$ cat config.mk
export PLATFORM = sky130hd
export DESIGN_NAME = bpp_front
export DESIGN_NICKNAME = d
export VERILOG_FILES = /design/src/bpp_pkg.sv /design/src/bpp_front.sv
export SDC_FILE = /design/constraint.sdc
export NUM_CORES = 1
export LEC_CHECK = 0
export BUFFER_PORTS_ARGS = -buffer_cell sky130_fd_sc_hd__buf_2
export CAP_MARGIN = 25
export CORE_AREA = 2 2 277 279
export DETAILED_ROUTE_END_ITERATION = 12
export DIE_AREA = 0 0 279 281
export GPL_TIMING_DRIVEN = 0
export PLACE_DENSITY = 0.4
export SYNTH_ARGS = -nofsm -noshare
export SYNTH_HDL_FRONTEND = slang
export SYNTH_SLANG_ARGS = --single-unit
$ cat constraint.sdc
create_clock -name clk -period 15.7 [get_ports clk]
set_clock_uncertainty 0.05 [all_clocks]
set_input_delay 0 -clock clk [delete_from_list [all_inputs] [get_ports clk]]
set_output_delay 0 -clock clk [all_outputs]
set_load 0.005 [all_outputs]
$ cat src/bpp_pkg.sv
`timescale 1ns / 1ps
`default_nettype none
// ----------------------------------------------------------------------------
// bpp_pkg: shared types, constants and fixed-point helpers
// Q-format word types, transaction structs, register indexes and the
// rounding / saturating arithmetic used by the setup unit and the datapath.
// ----------------------------------------------------------------------------
package bpp_pkg;

	localparam int WORD_W        = 32;
	localparam int FRAC_BITS_DEF = 16;
	localparam int QDEPTH        = 4;
	localparam int CFG_IDX_W     = 4;
	localparam int DT_W          = WORD_W - 1;

	// register indexes
	localparam logic [CFG_IDX_W-1:0] REG_E_X    = 4'd0;
	localparam logic [CFG_IDX_W-1:0] REG_E_Y    = 4'd1;
	localparam logic [CFG_IDX_W-1:0] REG_E_Z    = 4'd2;
	localparam logic [CFG_IDX_W-1:0] REG_B_X    = 4'd3;
	localparam logic [CFG_IDX_W-1:0] REG_B_Y    = 4'd4;
	localparam logic [CFG_IDX_W-1:0] REG_B_Z    = 4'd5;
	localparam logic [CFG_IDX_W-1:0] REG_DT     = 4'd6;
	localparam logic [CFG_IDX_W-1:0] REG_CHARGE = 4'd7;

	localparam logic [DT_W-1:0] DT_RESET = 31'd655;

	typedef logic signed [WORD_W-1:0]   word_t;
	typedef logic signed [2*WORD_W-1:0] prod_t;
	typedef logic signed [2*WORD_W+1:0] wide_t;

	localparam word_t WORD_MAX = {1'b0, {(WORD_W-1){1'b1}}};
	localparam word_t WORD_MIN = {1'b1, {(WORD_W-1){1'b0}}};
	localparam wide_t WIDE_MAX = {{(WORD_W+3){1'b0}}, {(WORD_W-1){1'b1}}};
	localparam wide_t WIDE_MIN = {{(WORD_W+3){1'b1}}, {(WORD_W-1){1'b0}}};
	localparam wide_t WIDE_ONE = {{(2*WORD_W+1){1'b0}}, 1'b1};

	typedef struct packed {
		word_t vel_x_in;
		word_t vel_y_in;
		word_t vel_z_in;
		word_t pos_x_in;
		word_t pos_y_in;
		word_t pos_z_in;
	} particle_t;

	typedef struct packed {
		word_t vel_x_out;
		word_t vel_y_out;
		word_t vel_z_out;
		word_t pos_x_out;
		word_t pos_y_out;
		word_t pos_z_out;
	} result_t;

	// queue entry: half-kicked velocity and untouched position
	typedef struct packed {
		word_t [2:0] vm;
		word_t [2:0] pos;
	} qitem_t;

	// per-configuration coefficients
	typedef struct packed {
		word_t [2:0] kick;
		word_t [2:0] t;
		word_t [2:0] s;
		word_t       dt;
	} coef_t;

	function automatic word_t sat_wide(wide_t x);
		if (x > WIDE_MAX)
			return WORD_MAX;
		else if (x < WIDE_MIN)
			return WORD_MIN;
		else
			return x[WORD_W-1:0];
	endfunction

	// round to nearest, ties away from zero, then saturate
	function automatic word_t rnd_sat(prod_t p, int sh);
		wide_t x;
		wide_t half;
		x = {{2{p[2*WORD_W-1]}}, p};
		half = WIDE_ONE << (sh - 1);
		if (p[2*WORD_W-1])
			x = x + half - WIDE_ONE;
		else
			x = x + half;
		x = x >>> sh;
		return sat_wide(x);
	endfunction

	function automatic word_t sadd(word_t a, word_t b);
		logic signed [WORD_W:0] s;
		s = {a[WORD_W-1], a} + {b[WORD_W-1], b};
		if (s[WORD_W] != s[WORD_W-1])
			return s[WORD_W] ? WORD_MIN : WORD_MAX;
		return s[WORD_W-1:0];
	endfunction

	function automatic word_t ssub(word_t a, word_t b);
		logic signed [WORD_W:0] s;
		s = {a[WORD_W-1], a} - {b[WORD_W-1], b};
		if (s[WORD_W] != s[WORD_W-1])
			return s[WORD_W] ? WORD_MIN : WORD_MAX;
		return s[WORD_W-1:0];
	endfunction

	// +1.0 in the chosen format, clamped
	function automatic word_t one_sat(int f);
		if (f >= WORD_W - 1)
			return WORD_MAX;
		return word_t'(WIDE_ONE << f);
	endfunction

	// -1.0 in the chosen format, clamped
	function automatic word_t neg_one_sat(int f);
		if (f >= WORD_W - 1)
			return WORD_MIN;
		return -word_t'(WIDE_ONE << f);
	endfunction

endpackage
`default_nettype wire

$ cat src/bpp_front.sv
`timescale 1ns / 1ps
`default_nettype none
// ----------------------------------------------------------------------------
// bpp_front: input stage
// Accepts a particle, applies the first half kick and hands it to the queue.
// ----------------------------------------------------------------------------
module bpp_front (
	input  wire logic           clk,
	input  wire logic           arst_n,
	input  wire logic           in_valid,
	output logic                in_ready,
	input  bpp_pkg::particle_t  in_data,
	input  wire logic           busy,
	input  bpp_pkg::coef_t      coef,
	input  wire logic           q_full,
	output logic                q_push,
	output bpp_pkg::qitem_t     q_data
);
	logic            v_s1;
	bpp_pkg::qitem_t d_s1;
	logic            acc;

	assign q_push   = v_s1 && !q_full;
	assign in_ready = !busy && (!v_s1 || !q_full);
	assign acc      = in_valid && in_ready;
	assign q_data   = d_s1;

	always_ff @(posedge clk or negedge arst_n) begin
		if (!arst_n)
			v_s1 <= 1'b0;
		else
			v_s1 <= acc || (v_s1 && !q_push);
	end

	always_ff @(posedge clk) begin
		if (acc) begin
			d_s1.vm[0]  <= bpp_pkg::sadd(in_data.vel_x_in, coef.kick[0]);
			d_s1.vm[1]  <= bpp_pkg::sadd(in_data.vel_y_in, coef.kick[1]);
			d_s1.vm[2]  <= bpp_pkg::sadd(in_data.vel_z_in, coef.kick[2]);
			d_s1.pos[0] <= in_data.pos_x_in;
			d_s1.pos[1] <= in_data.pos_y_in;
			d_s1.pos[2] <= in_data.pos_z_in;
		end
	end

endmodule
`default_nettype wire

## Yosys cells after proc, flatten, opt, wreduce, memory -nomap -nowiden

Cells that the tools add are included.

- Reduce and logical (&&, ||, !) cells: 10
- Muxes and demuxes: 15
- Add/subtract/negate cells: 3
- Eq/ne operators: 3

Operators by type and width:

| kind | count |
|---|---|
| $mux W32 | 9 |
| $add A32 B32 Y33 | 3 |
| $mux W1 | 6 |
| $logic_and A1 B1 Y1 | 4 |
| $logic_not A1 Y1 | 4 |
| $ne A1 B1 Y1 | 3 |
| $logic_or A1 B1 Y1 | 2 |

- Word-level logic and storage cells: 38
- Bits of input ports: 517
- Register bits after elaboration: 193
- Output and inout bits: 194

## Longest topological paths before layout

Gate-level depths: netlist of the first run.

- Word-level depth: 6
- Gate-level depth with buffers: 13

## Worst setup path before layout of the first run

Ideal clock, no wire load.

- Kind: reg-to-reg
- Start: register v_s1
- End: register d_s1, in the netlist q_data[0], enable pin
- Clock period less this slack: 5.638 ns
- Path slack: 10.062 ns
- Stages on the path, launching flop included: 3
- Arrival time: 5.011 ns
- Path buffers: 0
- Setup time: 0.577 ns
- Data required time: 15.073 ns
- Cells stage by stage: dfrtp_1 -> a21oi_1 -> and2_1

- Cells in the longest elaborated chain, start to end: 4

Ends and longest elaborated chain:

| item | RTL line | source |
|---|---|---|
| start: declaration | bpp_front.sv:19 | `logic v_s1;` |
| start signal: assignment | bpp_front.sv:32 | `v_s1 <= acc \|\| (v_s1 && !q_push);` |
| $logic_not A1 Y1 | bpp_front.sv:24 | `assign in_ready = !busy && (!v_s1 \|\| !q_full);` |
| $logic_or A1 B1 Y1 | bpp_front.sv:24 |  |
| $logic_and A1 B1 Y1 | bpp_front.sv:24 |  |
| named net in_ready | bpp_front.sv:11 | `output logic in_ready,` |
| $logic_and A1 B1 Y1 | bpp_front.sv:25 | `assign acc = in_valid && in_ready;` |
| named net acc | bpp_front.sv:21 | `logic acc;` |
| end: declaration | bpp_front.sv:20 | `bpp_pkg::qitem_t d_s1;` |

The timed path passes the listed nets, and every way through them passes these cells.
A chain may end at the register's enable or synchronous reset.

## Final worst setup path of the first run

- Start: input port coef[288] (netlist bit)
- End: register d_s1, in the netlist q_data[173] (data pin)

- Cells in the longest elaborated chain, start to end: 5
- Elaborated cells between the ends (all ways): 7
- Those cells by class: 1 x add/sub; 1 x eq/ne; 5 x mux

Ends and longest elaborated chain:

| item | RTL line | source |
|---|---|---|
| start: declaration | bpp_front.sv:14 | `input bpp_pkg::coef_t coef,` |
| $add A32 B32 Y33 (*) | bpp_pkg.sv:95 | `s = {a[WORD_W-1], a} + {b[WORD_W-1], b};` |
| $ne A1 B1 Y1 | bpp_pkg.sv:96 | `if (s[WORD_W] != s[WORD_W-1])` |
| $mux W1 | bpp_pkg.sv:96 |  |
| $mux W1 | bpp_front.sv:36 | `if (acc) begin` |
| $mux W32 (*) | bpp_pkg.sv:98 | `return s[WORD_W-1:0];` |

Every way passes the cells marked *; elsewhere a longest branch is shown, timed or not. The select of a mux whose other input is x is not followed.

==> flow_metrics.env, run 1 <==
export IMPL_status="completed"
export IMPL_core_um2=75400
export IMPL_antenna_found_initial=18
export IMPL_r2r_end="q_data[149]"
export IMPL_htree_levels=4
export IMPL_grt_pass1_wl_um=75800
export IMPL_cp_required_ns=15.94
export IMPL_wire_per_inst_um=20.6
export IMPL_syn_area_per_cell_um2=11.3
export IMPL_drive_gt1_frac=0.340
export IMPL_synth_edff_count=192
export IMPL_setup_violations=0
export IMPL_muxShareOfSynthArea=0.00172
export IMPL_drv_slew=0
export IMPL_track_usage=0.135
export IMPL_grt_pass1_vias=10936
export IMPL_clock_latency_ns=0.48
export IMPL_synth_fp_nets=1647
export IMPL_cp_num_buf_inv=4
export IMPL_hp_start="coef[289]"
export IMPL_synth_xor_area_frac=0.0654
export IMPL_reg2reg_depth=4
export IMPL_max_clock_path_buffers=2
export IMPL_criticalPathCategory="in -> reg"
export IMPL_dpl_cell_area_um2=15400
export IMPL_grt_overflow_total=0
export IMPL_cp_slowest_cell="o31ai_1"
export IMPL_slew_headroom=0.328
export IMPL_vias_per_cell=4.14
export IMPL_worstPathCellList="dlygate4sd3_1 > buf_2 > ha_1 > inv_1 > fa_1 > nor2b_1 > o2111ai_1 > a31oi_1 > a211oi_1 > o31ai_1 > a41oi_1 > mux2i_1 > nor2_1 > clkbuf_1 > a21oi_1"
export IMPL_holdWs_ns=0.0426
export IMPL_crit_path_start_kind="input port"
export IMPL_critical_path_arrival_ns=4.19
export IMPL_r2r_slack_ns=13.07
export IMPL_async_flop_share=0.00518
export IMPL_io_buffers=486
export IMPL_ys_warn_count=0
export IMPL_tightestPinTransition_ns=1.00
export IMPL_hold_end="q_data[161]"
export IMPL_first_pass_iters=5
export IMPL_cts_root_buf="clkbuf_16"
export IMPL_die_w_um=279
export IMPL_synth_top_family_by_area="compound AO/OA/AOI/OAI gates"
export IMPL_maxCapViolCount=0
export IMPL_cp_top_family="compound AO/OA/AOI/OAI gates"
export IMPL_drc_errors=0
export IMPL_totalWireLength_um=54500
export IMPL_fin_nets=2267
export IMPL_synth_distinct_cells=77
export IMPL_syn_inst=1031
export IMPL_synth_compound_area_frac=0.205
export IMPL_grt_setup_unrepaired="no"
export IMPL_clk_pin_slew_ns=0.10
export IMPL_hp_class="in -> reg"
export IMPL_cts_buffers=17
export IMPL_rr_startpoint="v_s1"
export IMPL_dieArea_um2=78400
export IMPL_irDropWorstVdd_mv=0.0504
export IMPL_synthSimpleGateAreaFrac=0.0919
export IMPL_tritoncts="yes"
export IMPL_crit_path_max_incr_delay_ns=0.57
export IMPL_fmax_ghz=0.253
export IMPL_period_minus_slack_ns=3.95
export IMPL_power_density_nw_per_um2=94.9
export IMPL_min_path_cells=4
export IMPL_finalInstanceArea_um2=17200
export IMPL_hpwlAfterDp_um=45100
export IMPL_period_share=0.252
export IMPL_crit_path_max_fanout=10
export IMPL_initial_core_util=0.154
export IMPL_dr_total_vias=10953
export IMPL_syn_area_um2=11600
export IMPL_ys_flop_type="edfxtp_1"
export IMPL_gp_congestion=0.884
export IMPL_hold_viol_final=0
export IMPL_syn2layout_area_growth_pct=47.4
export IMPL_fin_tns_setup_ns=0
export IMPL_die_y_um=281
export IMPL_ios=711
export IMPL_ys_ff_latch=193
export IMPL_clkSinkCount=193
export IMPL_grt_max_degree=70
export IMPL_num_rows=101
export IMPL_ys_seq_area_frac=0.497
export IMPL_drtIter0Drc=566
export IMPL_p_leak_uw=0.00711
export IMPL_ant_nets=0
export IMPL_post_route_util=0.228
export IMPL_synth_fa_ha_area_frac=0.117
export IMPL_post_cts_resized=0
export IMPL_crit_path_end_kind="register"
-- registers in the layout (all words and copies together), names as in the netlist --
name,flops
v_s1,1
q_data,192
-- per-layer routing --
| metal | vias up | wire (µm) | global-route usage |
|---|---|---|---|
| met5 | - | 46 | 0 |
| met3 | 50 | 4460 | 0.0438 |
| met4 | 8 | 2350 | 0.0640 |
| met2 | 463 | 23300 | 0.205 |
| li1 | 5224 | - | - |
| met1 | 5208 | 24400 | 0.172 |
-- cell usage after synthesis, types with 13 or more instances --
library cell,count,share of area
nand2b_1,13,0.0070
a21oi_1,113,0.049
nor2_1,43,0.014
edfxtp_1,192,0.49
ha_1,96,0.10
clkbuf_1,14,0.0045
nand3_1,21,0.0090
nand2_1,60,0.019
xor2_1,32,0.024
a31oi_1,14,0.0075
inv_1,30,0.0097
a211oi_1,14,0.0090
a21o_1,42,0.027
nor3_1,18,0.0077
o21ai_0,89,0.038
xnor2_1,55,0.041
-- stage by stage --
step	std cells	worst slack (ns)	total power [µW]
global route	2644	11.41	1730
detailed placement	2499	11.23	1110
global placement	2495	6.90	1120
floorplan	1031	10.06	916
CTS	2641	11.77	1670
finish	2648	11.75	1630
-- report_power, final --
| group | switching (µW) | leakage (µW) | internal, µW | total (µW) |
|---|---|---|---|---|
| clock network | 279 | 0.000311 | 227 | 507 |
| logic | 282 | 0.00500 | 201 | 484 |
| registers | 11.4 | 0.00180 | 627 | 639 |
| total | 573 | 0.00711 | 1060 | 1630 |
-- cell usage in the layout, fill, tap and decap left out, types with 5 or more instances in the layout --
cell type | netlist | final
dlygate4sd3_1 | 0 | 110
o21ai_0 | 89 | 89
clkinv_8 | 0 | 5
a21oi_2 | 11 | 11
nand2_1 | 60 | 60
clkbuf_16 | 0 | 17
diode_2 | 0 | 6
a21oi_1 | 113 | 113
and2_1 | 6 | 5
o21a_1 | 10 | 10
or3_1 | 5 | 5
xnor2_1 | 55 | 55
nand3_1 | 21 | 21
nand4_1 | 9 | 9
clkbuf_1 | 14 | 14
maj3_1 | 10 | 10
a31oi_1 | 14 | 14
ha_1 | 96 | 96
o211ai_1 | 12 | 12
xor2_1 | 32 | 32
a211oi_1 | 14 | 14
edfxtp_1 | 192 | 192
buf_2 | 1 | 487
nor2b_1 | 7 | 7
a21o_1 | 42 | 42
nor3_1 | 18 | 18
inv_1 | 30 | 30
o21bai_1 | 11 | 11
nand2b_1 | 13 | 13
inv_12 | 0 | 6
and3_1 | 10 | 10
nor2_1 | 43 | 43
-- worst min-delay path, delay by kind of cell --
| family | cells | cell delay, ns |
|---|---|---|
| buf+inv | 2 | 0.18 |
| fa+ha+maj | 1 | 0.16 |
| compound gates | 1 | 0.07 |
-- how the worst max path moves through the flow --
| stage | startpoint | end | slack (ns) | depth (start not counted) |
|---|---|---|---|---|
| 3_3_place_gp | v_s1 | q_data[159] | 6.90 | 2 |
| 6_report | coef[288] | q_data[173] | 11.75 | 15 |
| 3_5_place_dp | in_data[160] | q_data[107] | 11.23 | 14 |
| 5_1_grt | coef[288] | q_data[172] | 11.41 | 15 |
| 4_1_cts | in_data[160] | q_data[107] | 11.77 | 14 |
| 2_1_floorplan | v_s1 | q_data[0] | 10.06 | 2 |
-- area by class of cell --
type / count / area, µm²
fill: 8136 / 58300
sequential: 193 / 5790
multi-input combinational: 785 / 5610
timing repair buffer: 601 / 3630
tap: 978 / 1220
clock buffer: 17 / 425
clock inverter: 15 / 225
buffer: 23 / 144
inverter: 30 / 113
antenna: 6 / 15.0
-- repair_timing --
action,CTS,global route
hold endpoints to repair,104,0
endpoints found under the setup margin,0,0
hold buffers,110,0
setup buffers,0,0
-- cell families after synthesis --
group | count (synthesis)
muxes | 2
adders and majority gates | 109
buffers and inverters | 53
DFF | 193
xor gates and xnor gates | 87
and+or+nand+nor | 214
AOI/OAI and AO/OA | 373
Power figures use the tool's default switching activity.
==> inputs of run 2 (changes only) <==
--- a/config.mk
+++ b/config.mk
@@ -11,7 +11,7 @@
 export DETAILED_ROUTE_END_ITERATION = 12
 export DIE_AREA = 0 0 279 281
 export GPL_TIMING_DRIVEN = 0
-export PLACE_DENSITY = 0.4
+export PLACE_DENSITY = 0.41
 export SYNTH_ARGS = -nofsm -noshare
 export SYNTH_HDL_FRONTEND = slang
 export SYNTH_SLANG_ARGS = --single-unit
==> constraint.sdc (replaced) <==
create_clock -name clk -period 3.2 [get_ports clk]
set_clock_uncertainty 0.05 [all_clocks]
set_input_delay 0 -clock clk [delete_from_list [all_inputs] [get_ports clk]]
set_output_delay 0 -clock clk [all_outputs]
set_load 0.005 [all_outputs]
==> flow_metrics.env, run 2 (same netlist as run 1, synthesis figures left out) <==
export IMPL_status="completed"
export IMPL_p_int_uw=5180
export IMPL_max_clock_path_buffers=2
export IMPL_multi_input_area_um2=5680
export IMPL_cp_required_ns=3.36
export IMPL_hpwlAfterDp_um=42500
export IMPL_critPathLaunch="in_data[138]"
export IMPL_first_pass_iters=5
export IMPL_p_leak_uw=0.00716
export IMPL_period_minus_slack_ns=3.01
export IMPL_cp_slowest_cell="or4_1"
export IMPL_tritoncts="yes"
export IMPL_criticalPathCategory="in -> reg"
export IMPL_crit_path_start_kind="input port"
export IMPL_cp_endpoint="q_data[157]"
export IMPL_irDropWorstVdd_mv=0.272
export IMPL_grt_max_degree=64
export IMPL_clock_latency_ns=0.49
export IMPL_drtIter0Drc=664
export IMPL_htree_levels=4
export IMPL_swShare=0.344
export IMPL_ant_nets=0
export IMPL_r2r_end="q_data[131]"
export IMPL_ios=711
export IMPL_gp_congestion=0.871
export IMPL_grt_overflow_total=0
export IMPL_clk_pin_slew_ns=0.09
export IMPL_fmax_ghz=0.332
export IMPL_hp_class="in -> reg"
export IMPL_die_y_um=281
export IMPL_dr_total_vias=10881
export IMPL_totalWireLength_um=52000
export IMPL_cts_buffers=17
export IMPL_drive_gt1_frac=0.353
export IMPL_vias_per_cell=4.10
export IMPL_hold_viol_final=0
export IMPL_layout_common_cells="buf_2 (487), edfxtp_1 (192), a21oi_1 (111)"
export IMPL_track_usage=0.129
export IMPL_hp_start="coef[289]"
export IMPL_maxCapViolCount=0
export IMPL_largest_reg_flops=192
export IMPL_fillers=8183
export IMPL_grt_pass1_wl_um=72900
export IMPL_seqPwrFrac=0.398
export IMPL_initial_core_util=0.154
export IMPL_drv_slew=0
export IMPL_drc_errors=0
export IMPL_layout_commonest_cell="buf_2"
export IMPL_dieArea_um2=78400
export IMPL_crit_path_end_kind="register"
export IMPL_r2r_slack_ns=0.84
export IMPL_cts_root_buf="clkbuf_16"
export IMPL_io_buffers=486
export IMPL_p_switching_uw=2720
export IMPL_crit_path_max_fanout=6
export IMPL_setup_violations=0
export IMPL_instances_no_fill=2653
export IMPL_tightestPinTransition_ns=0.723
export IMPL_power_density_nw_per_um2=458
export IMPL_wire_per_inst_um=19.6
export IMPL_clkSinkCount=193
export IMPL_cp_top_family="compound AO/OA/AOI/OAI gates"
export IMPL_reg2reg_depth=4
export IMPL_critical_path_arrival_ns=3.17
export IMPL_core_um2=75400
export IMPL_register_area_um2=5790
export IMPL_clkPwrFrac=0.298
export IMPL_cp_num_buf_inv=1
export IMPL_die_w_um=279
export IMPL_cp_depth=11
export IMPL_p_comb_frac=0.304
export IMPL_rr_startpoint="v_s1"
export IMPL_slew_headroom=0.518
export IMPL_fin_nets=2272
export IMPL_worstPathCellList="buf_2 > ha_1 > a21oi_2 > nand2_1 > o2111a_1 > or4_1 > a41o_1 > a211oi_2 > o21ai_1 > a221oi_4 > o21ai_0"
export IMPL_syn2layout_area_growth_pct=48.1
export IMPL_holdWs_ns=0.0413
export IMPL_period_share=0.940
export IMPL_dp_cells=2500
export IMPL_antenna_found_initial=14
export IMPL_num_rows=101
export IMPL_grt_pass1_vias=10923
export IMPL_crit_path_max_incr_delay_ns=0.54
run 2: area by class of cell:
type | count | area share
clock inverters | 15 | 0.0102
diodes | 6 | 0.000870
clock buffers | 17 | 0.0247
inverters | 30 | 0.00653
plain buffers | 23 | 0.00870
well taps | 978 | 0.0709
repair buffers | 606 | 0.213
flip-flops and latches | 193 | 0.336
multi-input cells | 785 | 0.329
run 2: through the flow:
step                      worst slack, ns  utilization  setup TNS, ns  power [µW]  cell area (µm²)
after floorplan                     0.243            -              0        4480            11700
after global placement              -1.24        0.203        -117.81        5440            15300
after detailed placement           -0.961        0.204         -43.82        5440            15400
after CTS                          0.0296        0.227              0        8040            17100
after global routing            -0.000377        0.229      -0.000377        8410            17200
final                               0.192        0.229              0        7890            17300
run 2: worst register-to-register path: stages (launching register included):
cell and delay, ns:
dfrtp_1 0.41, a21oi_1 0.34, and2_4 0.47, buf_16 0.33
buf_16 0.30
run 2: layer usage:
metal,vias up,track usage,share of wire
met1,5124,0.170,0.47
met2,464,0.192,0.43
met4,6,0.0689,0.043
met5,-,0,0.00073
met3,61,0.0332,0.064
li1,5226,-,-
run 2: timing repair:
item                                    CTS  global route
gates resized for setup                  10            16
pin swaps                                 1             3
endpoints found under the hold margin   128             0
buffers inserted                          2             5
hold buffers                            108             0
endpoints found under the setup margin   29            65
run 2: power groups by stage:
stage                     Clock [µW]  Sequential [µW]  Combinational [µW]
after global routing            2580             3160                2670
after detailed placement           0             3200                2240
final                           2350             3140                2400
after global placement             0             3210                2230
after CTS                       2490             3150                2400
after floorplan                    0             3210                1270
run 2: worst min path at each step:
stage,to,depth (start not counted)
floorplan,v_s1,0
global route,q_data[161],4
detailed placement,v_s1,1
global placement,v_s1,1
CTS,q_data[161],4
finish,q_data[161],4
==> inputs of run 3 (changes only) <==
--- a/config.mk
+++ b/config.mk
@@ -11,6 +11,7 @@
 export DETAILED_ROUTE_END_ITERATION = 12
 export DIE_AREA = 0 0 279 281
 export GPL_TIMING_DRIVEN = 0
+export MAX_ROUTING_LAYER = met4
 export PLACE_DENSITY = 0.41
 export SYNTH_ARGS = -nofsm -noshare
 export SYNTH_HDL_FRONTEND = slang
==> flow_metrics.env, run 3 (same netlist as run 1, synthesis figures left out) <==
export IMPL_track_usage=0.134
export IMPL_grt_setup_unrepaired="no"
export IMPL_grt_pass1_wl_um=73700
export IMPL_drc_errors=0
export IMPL_p_int_uw=5170
export IMPL_vias_per_cell=4.09
export IMPL_hold_viol_final=0
export IMPL_cts_root_buf="clkbuf_16"
export IMPL_num_rows=101
export IMPL_dieArea_um2=78400
export IMPL_layout_common_cells="buf_2 (488), edfxtp_1 (192), a21oi_1 (107)"
export IMPL_crit_path_end_kind="register"
export IMPL_syn2layout_area_growth_pct=47.9
export IMPL_dr_total_vias=10828
export IMPL_worst_slack_ns=0.0416
export IMPL_grt_overflow_total=0
export IMPL_grt_pass1_vias=10842
export IMPL_power_density_nw_per_um2=459
export IMPL_post_place_ws_ns=-0.936
export IMPL_fin_nets=2268
export IMPL_gp_congestion=0.877
export IMPL_irDropWorstVdd_mv=0.316
export IMPL_maxCapViolCount=0
export IMPL_core_um2=75400
export IMPL_io_buffers=486
export IMPL_clkSinkCount=193
export IMPL_swShare=0.346
export IMPL_critical_path_arrival_ns=3.31
export IMPL_drtIter0Drc=488
export IMPL_cts_buffers=17
export IMPL_p_leak_uw=0.00713
export IMPL_period_share=0.987
export IMPL_hp_class="in -> reg"
export IMPL_dp_cells=2500
export IMPL_drive_gt1_frac=0.358
export IMPL_period_minus_slack_ns=3.16
export IMPL_grt_max_degree=65
export IMPL_slew_headroom=0.495
export IMPL_setup_violations=0
export IMPL_largest_reg_flops=192
export IMPL_first_pass_iters=5
export IMPL_cp_required_ns=3.35
export IMPL_instances_no_fill=2650
export IMPL_fmax_ghz=0.317
export IMPL_die_y_um=281
export IMPL_crit_path_start_kind="input port"
export IMPL_antenna_found_initial=13
export IMPL_htree_levels=4
export IMPL_fin_tns_setup_ns=0
export IMPL_ant_nets=0
export IMPL_clk_pin_slew_ns=0.09
export IMPL_fin_total_pwr_uw=7910
export IMPL_layout_commonest_cell="buf_2"
export IMPL_seqPwrFrac=0.397
export IMPL_ios=711
export IMPL_p_comb_frac=0.306
export IMPL_drv_slew=0
export IMPL_clock_latency_ns=0.47
export IMPL_status="completed"
export IMPL_p_switching_uw=2740
export IMPL_tritoncts="yes"
export IMPL_totalWireLength_um=52800
export IMPL_max_clock_path_buffers=2
export IMPL_clkPwrFrac=0.297
export IMPL_die_w_um=279
export IMPL_wire_per_inst_um=19.9
export IMPL_crit_path_max_fanout=5
export IMPL_hpwlAfterDp_um=43300
export IMPL_initial_core_util=0.154
export IMPL_tightestPinTransition_ns=0.757
export IMPL_criticalPathCategory="in -> reg"
export IMPL_post_route_util=0.228
[run 3: power by group through the flow]
stage               combinational [µW]  sequential (µW)  clock, µW
detailed placement                2270             3200          0
floorplan                         1270             3210          0
CTS                               2420             3140       2480
finish                            2420             3140       2350
global route                      2690             3160       2560
global placement                  2260             3210          0
[run 3: area by class of cell]
| class | instances | area, µm² |
|---|---|---|
| well taps | 978 | 1220 |
| fillers | 8190 | 58200 |
| flip-flops and latches | 193 | 5790 |
| diodes | 7 | 17.5 |
| inverters | 30 | 113 |
| plain buffers | 23 | 150 |
| clock inverters | 15 | 176 |
| multi-input cells | 785 | 5720 |
| repair buffers | 602 | 3620 |
| clock buffers | 17 | 425 |
[run 3: routing by layer]
layer,GRT usage,up-vias,routed length [µm]
met3,0.0372,51,3660
li1,-,5230,-
met2,0.205,440,23200
met5,-,-,0
met1,0.169,5107,24500
met4,0.0488,0,1410
[run 3: path summary, 6_finish.rpt]
kind / slack, ns / startpoint / depth (start not counted) / end
setup / recovery: 0.04 / in_data[169] / 11 / q_data[124]
hold / removal: 0.01 / coef[319] / 4 / q_data[191]
setup reg to reg: 0.65 / v_s1 / 4 / q_data[149]
hold reg to reg: 0.47 / v_s1 / 1 / v_s1
max in group asynchronous: 2.63 / arst_n / 3 / v_s1
min in group asynchronous: 0.36 / arst_n / 3 / v_s1
[run 3: stage by stage]
step	hold WS, ns	area (µm²)
floorplan	-0.346	11700
CTS	0.00952	17100
global route	0.0214	17200
global placement	-0.264	15300
detailed placement	-0.265	15400
finish	0.0142	17200
[run 3: critical path, stage by stage]
cell,delay (ns)
buf_2,0.12
ha_1,0.38
nand3_1,0.17
a211oi_1,0.30
a22oi_1,0.21
o31a_1,0.38
o21ai_1,0.33
a31oi_1,0.21
o32a_1,0.36
o21a_1,0.21
o31ai_1,0.61
[run 3: timing repair]
action                                  4_1_cts  5_1_grt
resized for setup                            13       21
endpoints found under the hold margin       102        0
pin swaps                                     1        4
hold buffers                                104        0
setup buffers                                 2        5
endpoints found under the setup margin       51       68
